## src/rtl/core/srdp_pkg.sv

```systemverilog
package srdp_pkg;

    // Block sizing and fixed-point format.
    localparam int ROW_DEPTH  = 64;
    localparam int FRAC_BITS  = 16;
    localparam int ROW_LEN    = 6;
    localparam int ELEM_W     = 32;
    localparam int IDX_W      = 6;
    localparam int ROWS_W     = 7;
    localparam int MODE_W     = 2;
    localparam int CFG_IDX_W  = 1;
    localparam int CFG_DATA_W = 7;

    // Datapath widths: a product, a pair of products, the six-term sum,
    // the sum with the rounding bias, the clamped dot product and the
    // combined value before saturation.
    localparam int PROD_W = 2 * ELEM_W;
    localparam int PAIR_W = PROD_W + 1;
    localparam int SUM_W  = PROD_W + 3;
    localparam int RND_W  = SUM_W + 1;
    localparam int DOT_W  = ELEM_W + 2;
    localparam int CMB_W  = ELEM_W + 3;

    localparam logic KIND_LOAD    = 1'b0;
    localparam logic KIND_COMPUTE = 1'b1;

    localparam logic [MODE_W-1:0] MODE_SET = 2'd0;
    localparam logic [MODE_W-1:0] MODE_ADD = 2'd1;
    localparam logic [MODE_W-1:0] MODE_SUB = 2'd2;

    localparam logic [CFG_IDX_W-1:0] REG_COMBINE_MODE = 1'b0;
    localparam logic [CFG_IDX_W-1:0] REG_STORED_ROWS  = 1'b1;

    typedef logic signed [ELEM_W-1:0] elem_t;
    typedef logic signed [PROD_W-1:0] prod_t;

    typedef struct packed {
        logic             kind;
        logic [IDX_W-1:0] row_index;
        elem_t            elem0;
        elem_t            elem1;
        elem_t            elem2;
        elem_t            elem4;
        elem_t            elem5;
        elem_t            elem6;
        elem_t            old_value;
        logic             last_item;
    } item_t;

    typedef struct packed {
        elem_t value;
        logic  last;
        logic  bad_index;
    } result_t;

    // Per-lane controls for the row store and the multiplier.
    typedef struct packed {
        logic             wr_en;
        logic             rd_en;
        logic             prod_en;
        logic [IDX_W-1:0] addr;
    } lane_ctrl_t;

    // Fields that ride alongside the products through the merge pipeline.
    typedef struct packed {
        elem_t old_value;
        logic  bad;
        logic  last;
    } side_t;

endpackage

```

## src/rtl/core/srdp_ram.sv

```systemverilog
module srdp_ram #(
    parameter int WIDTH = 32,
    parameter int DEPTH = 64
) (
    input  logic                                      clk,
    input  logic                                      we,
    input  logic [((DEPTH > 1) ? $clog2(DEPTH) : 1)-1:0] waddr,
    input  logic [WIDTH-1:0]                          wdata,
    input  logic                                      re,
    input  logic [((DEPTH > 1) ? $clog2(DEPTH) : 1)-1:0] raddr,
    output logic [WIDTH-1:0]                          rdata
);

    logic [WIDTH-1:0] mem [DEPTH];
    logic [WIDTH-1:0] rdata_reg;

    always_ff @(posedge clk)
    begin
        if (we)
        begin
            mem[waddr] <= wdata;
        end
        if (re)
        begin
            rdata_reg <= mem[raddr];
        end
    end

    assign rdata = rdata_reg;

endmodule

```

## src/rtl/core/srdp_lane.sv

```systemverilog
module srdp_lane (
    input  logic                   clk,
    input  srdp_pkg::lane_ctrl_t   ctrl,
    input  srdp_pkg::elem_t        elem,
    output srdp_pkg::prod_t        prod
);

    import srdp_pkg::*;

    logic [ELEM_W-1:0] c_word;
    elem_t             c_elem;
    elem_t             b_reg;
    prod_t             prod_reg;

    // This lane's column of the row store; one element of every stored row.
    srdp_ram #(
        .WIDTH (ELEM_W),
        .DEPTH (ROW_DEPTH)
    ) u_ram (
        .clk   (clk),
        .we    (ctrl.wr_en),
        .waddr (ctrl.addr),
        .wdata (elem),
        .re    (ctrl.rd_en),
        .raddr (ctrl.addr),
        .rdata (c_word)
    );

    assign c_elem = elem_t'(c_word);

    always_ff @(posedge clk)
    begin
        if (ctrl.rd_en)
        begin
            b_reg <= elem;
        end
        if (ctrl.prod_en)
        begin
            prod_reg <= b_reg * c_elem;
        end
    end

    assign prod = prod_reg;

endmodule

```

## config.mk

```make
export PLATFORM = sky130hd
export DESIGN_NAME = srdp_lane
export DESIGN_NICKNAME = d
export VERILOG_FILES = /design/src/rtl/core/srdp_pkg.sv /design/src/rtl/core/srdp_ram.sv /design/src/rtl/core/srdp_lane.sv
export SDC_FILE = /design/constraint.sdc
export NUM_CORES = 2
export LEC_CHECK = 0
export ABC_AREA = 1
export ABC_CLOCK_PERIOD_IN_PS = 16500
export BUFFER_PORTS_ARGS = -buffer_cell sky130_fd_sc_hd__buf_2
export CAP_MARGIN = 20
export CORE_ASPECT_RATIO = 0.5
export CORE_UTILIZATION = 28
export DETAILED_ROUTE_END_ITERATION = 8
export GPL_TIMING_DRIVEN = 0
export PLACE_DENSITY_LB_ADDON = 0.15
export SYNTH_ARGS = -nofsm -noshare
export SYNTH_HDL_FRONTEND = slang
export SYNTH_SLANG_ARGS = --single-unit
```

## constraint.sdc

```tcl
create_clock -name clk -period 16.5 [get_ports clk]
set_input_delay 4.95 -clock clk [delete_from_list [all_inputs] [get_ports clk]]
set_output_delay 4.95 -clock clk [all_outputs]
set_load 0.01 [all_outputs]
```

Word level (Yosys, flattened, before mapping)
Memory sizes are Yosys's and may differ from the RTL's. A register that Yosys moved wholly into a read port is not among the register bits.
Index checks and enable logic that the tools add are counted.
{ "op_classes": {"mul": 1, "n_mux": 2} }
{ "ops": {"columns": ["operator", "count"], "rows": [
  ["$mul 32x32->64", 1],
  ["$mux 1", 2]
]} }
{ "word_totals": {"ff_bits": 96, "mem_bits_rw": 2048, "wordCells": 6, "mem_count": 1} }
{ "mem_list": {"columns": ["name", "words", "word_bits", "rd", "rd_clocked_by_memory_dff", "write_ports", "line_no", "source"], "rows": [
  ["u_ram.mem", 64, 32, 1, 1, 1, "srdp_ram.sv:14", "logic [WIDTH-1:0] mem [DEPTH];"]
]} }

Logic depth before layout (Yosys ltp)
{ "logic_depth": {"word_depth": 2, "ltp_mapped": 31, "mapped_depth_nobuf": 30} }

Hierarchy
A second synthesis with hierarchy kept.
{ "unflattened": {"cells_unflattened": 11889, "hier_area_um2": 124764.7} }
{ "by_module_without_submodules": {"columns": ["mod", "n_inst", "cells_per_inst", "area_each_um2", "seq_area_each_um2"], "rows": [
  ["srdp_ram", 1, 6769, 83058.4, 62459.9],
  ["srdp_lane", 1, 5120, 41706.2, 2882.8]
]} }

Worst setup path before layout
OpenSTA, ideal clock, no wires.
{ "synth_path": {"kind": "input to register", "start": "input ctrl[1] (netlist name)", "end": "memory u_ram.mem[29][0], enable pin", "arrival_ns": 7.428, "t_required_ns": 16.079, "path_slack_ns": 8.651, "path_stages": 9, "path_buffers": 4, "path_cell_list": "buf_4 inv_2 nand3_2 inv_2 buf_2 buf_4 buf_4 nand2_1 nor2_1"} }
{ "synth_lines": {"columns": ["element", "line_no", "source"], "rows": [
  ["start, declared", "srdp_lane.sv:3", "input srdp_pkg::lane_ctrl_t ctrl,"],
  ["end, declared", "srdp_ram.sv:14", null]
]} }
No word-level cell before the write port.

Worst setup path after layout
{ "layout_path": {"start": "register b_reg[31]", "end": "register prod_reg[61], in the netlist prod[61], data pin"} }
{ "layout_between": {"elab_chain_cells": 1} }
{ "layout_rtl": {"columns": ["element", "line_no", "source"], "rows": [
  ["start, declared", "srdp_lane.sv:12", "elem_t b_reg;"],
  ["start signal, assigned", "srdp_lane.sv:35", "b_reg <= elem;"],
  ["$mul 32x32->64", "srdp_lane.sv:39", "prod_reg <= b_reg * c_elem;"],
  ["end signal, assigned", "srdp_lane.sv:39", null],
  ["end, declared", "srdp_lane.sv:13", "prod_t prod_reg;"]
]} }
No other way between the ends.
A chain may end at the register's enable or synchronous reset.

==> results by group <==
Run status
  • Status: finished, violations left
  • Failing checks: DRC

Logic synthesis
  • Largest area contributor in the netlist: edfxtp_1
  • Most frequent cell after synthesis: nand2_1
  • Synth Area in XOR/XNOR: 0.279%
  • Commonest cells in the netlist: nand2_1 (3294), edfxtp_1 (2176), inv_1 (1879)
  • Top cells by area, synth: edfxtp_1 (55%), fa_1 (18%), nand2_1 (10%)
  • Synthesized cell area: 0.119 mm^2
  • EDFF count, synth: 2176
  • Mapped Cells: 10600
  • Synth Area in Adders: 20.1%
  • Post-synthesis simple-gate area fraction: 14.0%
  • Post-synthesis sequential area ratio: 54.7%
  • Syn Area/Cell: 11.2 um^2
  • Post-synth cell types: 37
  • Largest family of logic cells by synthesized area: adder cells
  • Synthesized Nets: 12000
  • Post-synthesis compound-gate area fraction: 3.32%
  • Top FF cell, synth: edfxtp_1
  • Async SR Flop Fraction: 0%
  • Yosys top cell area share: 54.7%
  • Ys Warns: 0
  • Mux contribution to synthesized area: 0%
  • Synthesized flop and latch total: 2176

Clock tree
  • # hold bufs at CTS: 0
  • CTS tree: built
  • Post-CTS Resized: 0
  • CTS Buf Count: 220
  • Clk_lat worst skew: 0.92 ns
  • Post-CTS Setup Bufs: 0
  • Clock tree buffer depth: 4
  • Clock Pin Slew Worst Setup and Hold Paths: 0.06 ns
  • CTS sink count: 2176
  • Root buf cell: clkbuf_16
  • H-tree depth: 4

Global route
  • Largest net degree at the start of global routing: 66
  • Vias in the first global route: 83300
  • Initial antenna violation count: 75
  • Total gr overflow: 0
  • All-Layer GR Usage: 27.2%
  • First-pass GRT wire length: 781000 um

Die
  • Die area: 0.429 mm^2
  • Rows: 169
  • Die H: 464 um
  • I/O pins: 106
  • Initial Utilization: 28.1%
  • Die width: 925 um
  • Core area: 0.424 mm^2

Finish
  • Largest register FFs: 2048
  • Final core occ: 32.8%
  • Layout cells sized above 1: 8.25%
  • P&R area growth vs syn: 16.5%
  • Finished Layout Cells: 17000
  • Nets: 12500

Timing
  • Fin crit period: 9.75 ns
  • Final setup TNS: 0 ns
  • Fin. max-slew vios: 0
  • Hold Fails Final Rpt: 0
  • Unrepaired setup endpoints after global routing: no
  • Final setup vio count: 0
  • Least-Margin Pin Slew: 1.28 ns
  • Max_slew headroom: 14.7%
  • Worst Skew: 0.116 ns
  • Period utilization: 59.1%
  • Max Clk Rate: 0.103 GHz

Place
  • Dpl cells: 16600
  • Port Buffer Count: 103
  • RePlAce Congestion: 0.935
  • DPL Wire Length: 440000 um

Setup path
  • Slowest-stage cell, CP: fa_1
  • Most frequent cell on the critical path: fa_1
  • Crit path max fanout: 11
  • CP endpoint kind: flop
  • Kind of critical path: reg -> reg
  • Critical-path cell list: clkbuf_1, nand2_1, inv_1, fa_1, fa_1, fa_1, fa_1, inv_1, fa_1, inv_1, fa_1, inv_1, fa_1, fa_1, inv_1, ha_1, nand2_1, nor2_1, nand2_1, nor4_1, nand2_1, nand3_1, nand2_1
  • Worst Setup Start Kind: flop
  • WP buf/inv: 6
  • Crit path max-delay family: adder cells
  • Critical path data required time: 17.12 ns
  • Arr. time, crit path: 10.37 ns
  • Critical path depth: 23
  • CP peak stage delay: 1.21 ns
  • Reg2Reg Depth: 23

Job
  • Total of max-cap violations: 0

Routing
  • WL/cell: 35.1 um
  • Routed via count: 86600
  • Initial drt markers: 13300
  • Drt via density: 5.09
  • Detailed Route WL: 597000 um
  • Antenna Violating Nets Remaining: 0
  • DRC violations left: 81
  • DRT Pass-1 Iters: 8

Worst hold path
  • Hold WC Path Type: reg -> reg
  • Worst Hold Depth: 6
==> path summary, 6_finish.rpt <==
check | from | to | slack, ns
max | b_reg[31] | prod[61] | 6.75
min | u_ram.mem[25][17] | u_ram.rdata[17] | 0.78
max reg2reg | b_reg[31] | prod[61] | 6.75
min reg2reg | u_ram.mem[25][17] | u_ram.rdata[17] | 0.78
==> area by class of cell <==
cell class                 instances  area (um^2)
antenna                           24         60.1
buffer                           442         1980
clock buffer                     267         5700
clock inverter                   109          943
fill                           43100       285000
inverter                        1891         7100
multi-input combinational       6137        45500
sequential                      2176        65300
tap                             5643         7060
timing repair buffer             345         5390
==> cell families (layout without fill, tap and decap cells) <==
group	after synthesis	count (layout)
adder cells (fa/ha/maj)	1266	1266
AO/OA/AOI/OAI	648	648
buffers and inverters	2333	3054
flip-flops	2176	2176
AND/OR/NAND/NOR	4185	4185
XOR/XNOR	38	38
other	0	24
==> worst reg2reg max path: stages, from the launching register on <==
cell,delay [ns]
edfxtp_1,0.56
clkbuf_1,0.88
nand2_1,0.26
inv_1,0.20
fa_1,0.46
fa_1,0.50
fa_1,0.87
fa_1,1.24
inv_1,0.48
fa_1,0.61
inv_1,0.05
fa_1,0.53
inv_1,0.05
fa_1,0.45
fa_1,0.52
inv_1,0.05
ha_1,0.49
nand2_1,0.17
nor2_1,0.23
nand2_1,0.21
nor4_1,0.27
nand2_1,0.18
nand3_1,0.13
nand2_1,0.09
==> metal layers <==
layer	wire length (um)	vias to the layer above	part of all wire [%]	track usage, %
met3	61100	1291	10	6.71
met2	264000	5226	44	42.6
li1	-	35200	-	-
met5	210	-	0.035	0
met1	234000	44900	39	35.0
met4	38200	32	6.4	14.2
==> layout by cell type, fill, tap and decap left out, types with 179 or more instances in the layout <==
master        n
nand4_1     233
nand3_1     232
edfxtp_1   2176
a22oi_1     179
clkbuf_16   221
ha_1        184
inv_1      1879
clkbuf_1    276
fa_1       1082
nor2_1      306
nand2_1    3294
buf_2       229
==> metrics by stage <==
stage	setup WS [ns]	hold WS [ns]	cell area, um^2
after floorplan	8.65	0.570	119000
after global placement	2.57	0.770	127000
after detailed placement	6.72	0.779	132000
after CTS	6.69	0.779	139000
after global routing	6.36	0.829	139000
final	6.75	0.782	139000
Power is not shown: default switching activity piles up to over one toggle a cycle in this logic, so the estimate is an artifact.
