===== src/rtl/core/srdp_pkg.sv =====
package srdp_pkg;

    // Block sizing and fixed-point format.
    localparam int ROW_DEPTH  = 64;
    localparam int FRAC_BITS  = 16;
    localparam int ROW_LEN    = 6;
    localparam int ELEM_W     = 32;
    localparam int IDX_W      = 6;
    localparam int ROWS_W     = 7;
    localparam int MODE_W     = 2;
    localparam int CFG_IDX_W  = 1;
    localparam int CFG_DATA_W = 7;

    // Datapath widths: a product, a pair of products, the six-term sum,
    // the sum with the rounding bias, the clamped dot product and the
    // combined value before saturation.
    localparam int PROD_W = 2 * ELEM_W;
    localparam int PAIR_W = PROD_W + 1;
    localparam int SUM_W  = PROD_W + 3;
    localparam int RND_W  = SUM_W + 1;
    localparam int DOT_W  = ELEM_W + 2;
    localparam int CMB_W  = ELEM_W + 3;

    localparam logic KIND_LOAD    = 1'b0;
    localparam logic KIND_COMPUTE = 1'b1;

    localparam logic [MODE_W-1:0] MODE_SET = 2'd0;
    localparam logic [MODE_W-1:0] MODE_ADD = 2'd1;
    localparam logic [MODE_W-1:0] MODE_SUB = 2'd2;

    localparam logic [CFG_IDX_W-1:0] REG_COMBINE_MODE = 1'b0;
    localparam logic [CFG_IDX_W-1:0] REG_STORED_ROWS  = 1'b1;

    typedef logic signed [ELEM_W-1:0] elem_t;
    typedef logic signed [PROD_W-1:0] prod_t;

    typedef struct packed {
        logic             kind;
        logic [IDX_W-1:0] row_index;
        elem_t            elem0;
        elem_t            elem1;
        elem_t            elem2;
        elem_t            elem4;
        elem_t            elem5;
        elem_t            elem6;
        elem_t            old_value;
        logic             last_item;
    } item_t;

    typedef struct packed {
        elem_t value;
        logic  last;
        logic  bad_index;
    } result_t;

    // Per-lane controls for the row store and the multiplier.
    typedef struct packed {
        logic             wr_en;
        logic             rd_en;
        logic             prod_en;
        logic [IDX_W-1:0] addr;
    } lane_ctrl_t;

    // Fields that ride alongside the products through the merge pipeline.
    typedef struct packed {
        elem_t old_value;
        logic  bad;
        logic  last;
    } side_t;

endpackage


===== src/rtl/core/srdp_merge.sv =====
module srdp_merge (
    input  logic                      clk,
    input  logic                      rst_n,
    input  logic [srdp_pkg::MODE_W-1:0] mode,
    input  logic                      in_valid,
    output logic                      in_ready,
    input  srdp_pkg::side_t           side,
    input  srdp_pkg::prod_t           prods [srdp_pkg::ROW_LEN],
    output logic                      out_valid,
    input  logic                      out_ready,
    output srdp_pkg::result_t         out_data
);

    import srdp_pkg::*;

    localparam logic signed [RND_W-1:0] ROUND_BIAS = RND_W'(2 ** FRAC_BITS / 2);
    localparam logic signed [RND_W-1:0] DOT_MAX    = RND_W'(64'sd4294967296);
    localparam logic signed [RND_W-1:0] DOT_MIN    = -DOT_MAX;
    localparam logic signed [CMB_W-1:0] SAT_MAX    = CMB_W'(64'sd2147483647);
    localparam logic signed [CMB_W-1:0] SAT_MIN    = CMB_W'(-64'sd2147483648);

    logic v2_reg, v3_reg, v4_reg, v5_reg, vo_reg;
    logic free2, free3, free4, free5, free_o;

    side_t side2_reg, side3_reg, side4_reg, side5_reg;

    logic signed [PAIR_W-1:0] pair_reg [3];
    logic signed [SUM_W-1:0]  total_reg;
    logic signed [DOT_W-1:0]  dot_reg;
    result_t                  out_reg;

    logic signed [SUM_W-1:0]  total_next;
    logic signed [RND_W-1:0]  rounded;
    logic signed [RND_W-1:0]  shifted;
    logic signed [DOT_W-1:0]  dot_next;
    logic signed [CMB_W-1:0]  old_ext;
    logic signed [CMB_W-1:0]  dot_ext;
    logic signed [CMB_W-1:0]  comb;
    elem_t                    value_next;

    // Each stage moves on when the stage after it is empty or moving on too.
    assign free_o   = !vo_reg || out_ready;
    assign free5    = !v5_reg || free_o;
    assign free4    = !v4_reg || free5;
    assign free3    = !v3_reg || free4;
    assign free2    = !v2_reg || free3;
    assign in_ready = free2;

    always_ff @(posedge clk or negedge rst_n)
    begin
        if (!rst_n)
        begin
            v2_reg <= 1'b0;
            v3_reg <= 1'b0;
            v4_reg <= 1'b0;
            v5_reg <= 1'b0;
            vo_reg <= 1'b0;
        end
        else
        begin
            if (free2)
            begin
                v2_reg <= in_valid;
            end
            if (free3)
            begin
                v3_reg <= v2_reg;
            end
            if (free4)
            begin
                v4_reg <= v3_reg;
            end
            if (free5)
            begin
                v5_reg <= v4_reg;
            end
            if (free_o)
            begin
                vo_reg <= v5_reg;
            end
        end
    end

    assign total_next = SUM_W'(pair_reg[0]) + SUM_W'(pair_reg[1]) + SUM_W'(pair_reg[2]);

    // Round to nearest with ties upward, then clamp to a range wide enough
    // that the final saturation comes out the same.
    assign rounded = RND_W'(total_reg) + ROUND_BIAS;
    assign shifted = rounded >>> FRAC_BITS;

    always_comb
    begin
        if (shifted > DOT_MAX)
        begin
            dot_next = DOT_W'(DOT_MAX);
        end
        else if (shifted < DOT_MIN)
        begin
            dot_next = DOT_W'(DOT_MIN);
        end
        else
        begin
            dot_next = DOT_W'(shifted);
        end
    end

    assign old_ext = CMB_W'(side5_reg.old_value);
    assign dot_ext = CMB_W'(dot_reg);

    always_comb
    begin
        unique case (mode)
            MODE_ADD: comb = old_ext + dot_ext;
            MODE_SUB: comb = old_ext - dot_ext;
            default:  comb = dot_ext;
        endcase
    end

    always_comb
    begin
        if (side5_reg.bad)
        begin
            value_next = '0;
        end
        else if (comb > SAT_MAX)
        begin
            value_next = ELEM_W'(SAT_MAX);
        end
        else if (comb < SAT_MIN)
        begin
            value_next = ELEM_W'(SAT_MIN);
        end
        else
        begin
            value_next = ELEM_W'(comb);
        end
    end

    always_ff @(posedge clk)
    begin
        if (free2)
        begin
            side2_reg <= side;
        end
        if (free3)
        begin
            side3_reg   <= side2_reg;
            pair_reg[0] <= PAIR_W'(prods[0]) + PAIR_W'(prods[1]);
            pair_reg[1] <= PAIR_W'(prods[2]) + PAIR_W'(prods[3]);
            pair_reg[2] <= PAIR_W'(prods[4]) + PAIR_W'(prods[5]);
        end
        if (free4)
        begin
            side4_reg <= side3_reg;
            total_reg <= total_next;
        end
        if (free5)
        begin
            side5_reg <= side4_reg;
            dot_reg   <= dot_next;
        end
        if (free_o)
        begin
            out_reg.value     <= value_next;
            out_reg.last      <= side5_reg.last;
            out_reg.bad_index <= side5_reg.bad;
        end
    end

    assign out_valid = vo_reg;
    assign out_data  = out_reg;

endmodule


===== config.mk =====
export PLATFORM = sky130hd
export DESIGN_NAME = srdp_merge
export DESIGN_NICKNAME = d
export VERILOG_FILES = /design/src/rtl/core/srdp_pkg.sv /design/src/rtl/core/srdp_merge.sv
export SDC_FILE = /design/constraint.sdc
export NUM_CORES = 1
export LEC_CHECK = 0
export BUFFER_PORTS_ARGS = -buffer_cell sky130_fd_sc_hd__buf_2
export CAP_MARGIN = 10
export CORE_MARGIN = 5
export CORE_UTILIZATION = 59
export CTS_CLUSTER_SIZE = 28
export DETAILED_ROUTE_END_ITERATION = 16
export PLACE_DENSITY = 0.88
export SLEW_MARGIN = 20
export SYNTH_ARGS = -nofsm -noshare
export SYNTH_HDL_FRONTEND = slang
export SYNTH_SLANG_ARGS = --single-unit

===== constraint.sdc =====
create_clock -name clk -period 13.04 [get_ports clk]
set_input_delay 1.304 -clock clk [delete_from_list [all_inputs] [get_ports clk]]
set_output_delay 1.304 -clock clk [all_outputs]
set_load 0.02 [all_outputs]

After elaboration in Yosys (flattened, before gate mapping) --
Memory sizes are Yosys's and may differ from the RTL's. Cells that the tools add are included.
Cells by class: multiplexer cells 6, eq/ne operators 2, add/sub/neg operators 8, $lt $le $gt $ge 4, reduce and logical (&&, ||, !) cells 12
Operator list (count):
- 64-bit by 64-bit adder with 65-bit output | 3
- 35-bit one-hot mux with 2 select lines | 1
- 67-bit by 17-bit adder with 68-bit output (second input constant) | 1
- 66-bit by 65-bit adder with 67-bit output | 1
- 65-bit by 65-bit adder with 66-bit output | 1
- 52-bit by 34-bit greater-than comparator with 1-bit output (second input constant) | 1
- 52-bit by 33-bit less-than comparator with 1-bit output (second input constant) | 1
- 32-bit by 34-bit adder with 35-bit output | 1
- 35-bit by 32-bit greater-than comparator with 1-bit output (second input constant) | 1
- 35-bit by 32-bit less-than comparator with 1-bit output (second input constant) | 1
- 32-bit by 34-bit subtractor with 35-bit output | 1
- 34-bit 2-to-1 mux | 1
- 32-bit 2-to-1 mux | 1
- 31-bit 2-to-1 mux | 1
- 1-bit zero test | 5
- 1-bit logical OR | 5
- 2-bit OR reduction | 2
- 2-bit by 1-bit equality test with 1-bit output (second input constant) | 1
- 2-bit equality test (second input constant) | 1
- 1-bit 2-to-1 mux | 2
Storage, ports and cells: RAM bits 195, output and inout port bits 36, bits of input ports 424, logic and storage cells 57, register bits 276, memories kept 1
Memories:
- pair_reg | depth 3, bits a word 65, read ports 3, clocked after Yosys merged registers in 0, wr ports 3, line srdp_merge.sv:27 | logic signed [PAIR_W-1:0] pair_reg [3];

Depth between registers and ports, before layout --
depth after elaboration 7, gate-level depth with buffers 21, depth with buffers taken out 19

Worst setup path after synthesis --
OpenSTA, ideal clock, no wires.
path kind input to output, start point in out_ready, end point out in_ready, cell stages on the path 4, slack 2062 ps, required time 11736 ps, data arrival time 9674 ps, path buffers 0, path through nor2b_1 > nand4_1 > inv_1 > nand2_1
Between the ends: cells in the longest elaborated chain, start to end 5
Ends and longest elaborated chain:
- start, declared | line srdp_merge.sv:10 | input logic out_ready,
- 1-bit logical OR | line srdp_merge.sv:42 | assign free_o = !vo_reg || out_ready;
- 1-bit logical OR | line srdp_merge.sv:43 | assign free5 = !v5_reg || free_o;
- 1-bit logical OR | line srdp_merge.sv:44 | assign free4 = !v4_reg || free5;
- 1-bit logical OR | line srdp_merge.sv:45 | assign free3 = !v3_reg || free4;
- net free3 | line srdp_merge.sv:23 | logic free2, free3, free4, free5, free_o;
- 1-bit logical OR | line srdp_merge.sv:46 | assign free2 = !v2_reg || free3;
- end, declared | line srdp_merge.sv:6 | output logic in_ready,
The timed path passes the listed nets, and every way through them passes these cells.

Worst setup path in the final report --
start point reg dot_reg[0], end point reg out_reg, in the netlist out_data[23], data pin
Between the ends: cells in the longest elaborated chain, start to end 5, elaborated cells on any way between the ends 7, classes of those cells add/sub: 2; order compare: 2; mux: 3
Ends and longest elaborated chain:
- start, declared | line srdp_merge.sv:29 | logic signed [DOT_W-1:0] dot_reg;
- start signal, assigned | line srdp_merge.sv:160 | dot_reg <= dot_next;
- 32-bit by 34-bit subtractor with 35-bit output or 32-bit by 34-bit adder with 35-bit output (tied branches) | line srdp_merge.sv:114, srdp_merge.sv:113
- 35-bit one-hot mux with 2 select lines * | line srdp_merge.sv:112 | unique case (mode)
- 35-bit by 32-bit less-than comparator with 1-bit output | line srdp_merge.sv:129 | else if (comb < SAT_MIN)
- 32-bit 2-to-1 mux | line srdp_merge.sv:129
- 31-bit 2-to-1 mux * | line srdp_merge.sv:125 | else if (comb > SAT_MAX)
- end, declared | line srdp_merge.sv:30 | result_t out_reg;
Every way passes the cells marked *; elsewhere a longest branch is shown, timed or not. A chain may end at the register's enable or synchronous reset.

==> flow_metrics.env <==
export IMPL_status="completed"
export IMPL_area_growth_pct=13.8
export IMPL_cts_tree="built"
export IMPL_hold_class="flop to flop"
export IMPL_tightestPinTransition_ps=1050
export IMPL_max_freq_mhz=187
export IMPL_p_int_mw=4.38
export IMPL_mostFrequentLayoutCells="buf_2, edfxtp_1, a21oi_1"
export IMPL_syn_inst=3287
export IMPL_cts_buffer_depth=3
export IMPL_worstRegToRegCells=20
export IMPL_finalWirelength_um=94500
export IMPL_fin_nets=4509
export IMPL_crit_fanout=31
export IMPL_start_util=0.596
export IMPL_vias=28121
export IMPL_max_cap_violations=0
export IMPL_layout_commonest_cell="buf_2"
export IMPL_power_density_nw_per_um2=186
export IMPL_drive_gt1_frac=0.163
export IMPL_ys_seq_elements=456
export IMPL_die_h_um=249
export IMPL_vias_per_cell=6.22
export IMPL_post_drt_wl_per_cell_um=20.9
export IMPL_peakVddDrop_mv=0.139
export IMPL_layout_cells_non_filler=4521
export IMPL_post_cts_resized=0
export IMPL_p_leak_nw=16.4
export IMPL_die_x_um=249
export IMPL_min_period_over_period=0.411
export IMPL_period_minus_slack_ps=5360
export IMPL_antenna_found_initial=6
export IMPL_dieArea_um2=62000
export IMPL_postSynthAreaPerCell_um2=10.3
export IMPL_cp_start_kind="flop"
export IMPL_final_max_slew_viol_count=0
export IMPL_hpwlAfterDp_um=75600
export IMPL_p_sw_frac=0.386
export IMPL_setup_viol=0
export IMPL_cts_root_buffer="clkbuf_16"
export IMPL_core_um2=56500
export IMPL_largest_reg_flops=195
export IMPL_fin_skew_ps=17.4
export IMPL_synthArstFlopShare=0.0110
export IMPL_endpoint_kind="flop"
export IMPL_numCtsBuffers=48
export IMPL_ios=460
export IMPL_drt_iter0_drc=3097
export IMPL_cts_hold_buf=0
export IMPL_slew_headroom=0.298
export IMPL_rsz0062_at_grt="false"
export IMPL_seq_area_frac_synth=0.406
export IMPL_portBuffers=459
export IMPL_drc=0
export IMPL_grt_overflow=0
export IMPL_fp_row_count=87
export IMPL_synthFlopType="edfxtp_1"
export IMPL_cts_setup_buffers=0
export IMPL_routabilityCongestion=0.994
export IMPL_dr_pass1_iters=6
export IMPL_synth_cell_types=100
export IMPL_clock_sinks=456
export IMPL_grt_usage=0.291
export IMPL_synth_edf_count=451
export IMPL_dpl_cell_count=4429
export IMPL_seqPwrFrac=0.350
export IMPL_power_frac_clock=0.198
export IMPL_crit_type="flop to flop"
export IMPL_cts_max_level=2
export IMPL_hold_viol_final=0
export IMPL_path_clk_slew_ps=70
export IMPL_grt_pass1_vias=27039
export IMPL_utilization=0.679
export IMPL_ant_nets=0
export IMPL_syn_cell_area_um2=33700
export IMPL_switching_power_mw=2.76
export IMPL_clk_latency_ps=600
export IMPL_grt_max_degree=83
export IMPL_synth_fp_nets=4073
export IMPL_grt_pass1_wl_um=147000
export IMPL_crit_required_ps=13350
export IMPL_setup_tns_ps=0
export IMPL_power_share_combinational=0.452
export IMPL_arrival_ps=5670
export IMPL_placed_area_um2=36700
export IMPL_finalInstanceArea_um2=38400
export IMPL_holdPathStages=0
export IMPL_power_total_mw=7.14
export IMPL_ys_warnings_count=0
[layer usage]
metal	vias to the layer above	global-route usage	wire, um
li1	13319	-	-
met1	13239	0.394	39100
met2	1357	0.482	44000
met3	202	0.0525	8000
met4	4	0.0921	3360
met5	-	0	34
[worst max-delay path, stage by stage, from the launching register on]
cell      delay, ps
edfxtp_1        470
inv_1            90
ha_1            150
nor3b_1         330
and2_0          380
and3_1          290
and3b_1         340
nor2_1           90
xnor2_1         140
ha_1            390
a21o_1          210
a21o_1          180
a21oi_1         190
o21a_1          230
o211ai_1        150
a311oi_1        240
a211oi_1         90
or4_1           510
o211ai_1        100
buf_4           310
o21ai_0         180
[final cells by class]
class,instances,area (um2)
Tap cell,756,946
Antenna cell,3,7.51
Clock inverter,36,375
Multi-Input combinational cell,2642,19300
Sequential cell,456,13700
Timing Repair Buffer,473,2400
Fill cell,4380,18100
Clock buffer,53,1240
Inverter,102,383
[synth_stat cells, drive strengths merged, types with 62 or more instances]
master | n | area, um2
inv | 102 | 383
o21ai | 188 | 941
a21o | 185 | 1390
fa | 68 | 1360
nand3 | 82 | 410
xor2 | 120 | 1050
nor3 | 62 | 357
ha | 294 | 3680
edfxtp | 451 | 13500
a21oi | 337 | 1690
xnor2 | 188 | 1650
clkbuf | 75 | 283
nand2 | 187 | 702
nor2 | 236 | 886
[final timing paths]
path / start / end / slack, ps
worst max-delay path: dot_reg[0] / out_data[23] / 7680
worst min-delay path: side4_reg[18] / old_ext[16] / 410
worst max register to register: dot_reg[0] / out_data[23] / 7680
worst min register to register: side4_reg[18] / old_ext[16] / 410
max in group asynchronous: rst_n / v2_reg / 12400
min in group asynchronous: rst_n / v5_reg / 510
[cells by family (layout without fill, tap and decap cells)]
kind of cell	count (synthesis)	after routing	synth area share
fa+ha+maj	362	362	0.150
xor+xnor	308	308	0.0801
mux	14	14	0.00431
simple gates	889	889	0.134
flops	456	456	0.406
other cells	0	3	0
compound gates	1069	1069	0.205
buf+inv	189	664	0.0216
[power groups by stage]
stage	Clock, mW	Sequential [mW]	Combinational (mW)
finish	1.41	2.50	3.23
global placement	0	2.49	3.08
floorplan	0	2.48	2.38
detailed placement	0	2.52	3.16
global route	1.49	2.54	3.60
CTS	1.43	2.49	3.19
[metrics by stage]
step	worst slack [ps]	hold slack, ps
after global placement	7470	401
after CTS	7720	414
after detailed placement	7330	405
final	7680	414
after floorplan	2060	400
after global routing	7350	421
(Power assumes the default switching activity.)
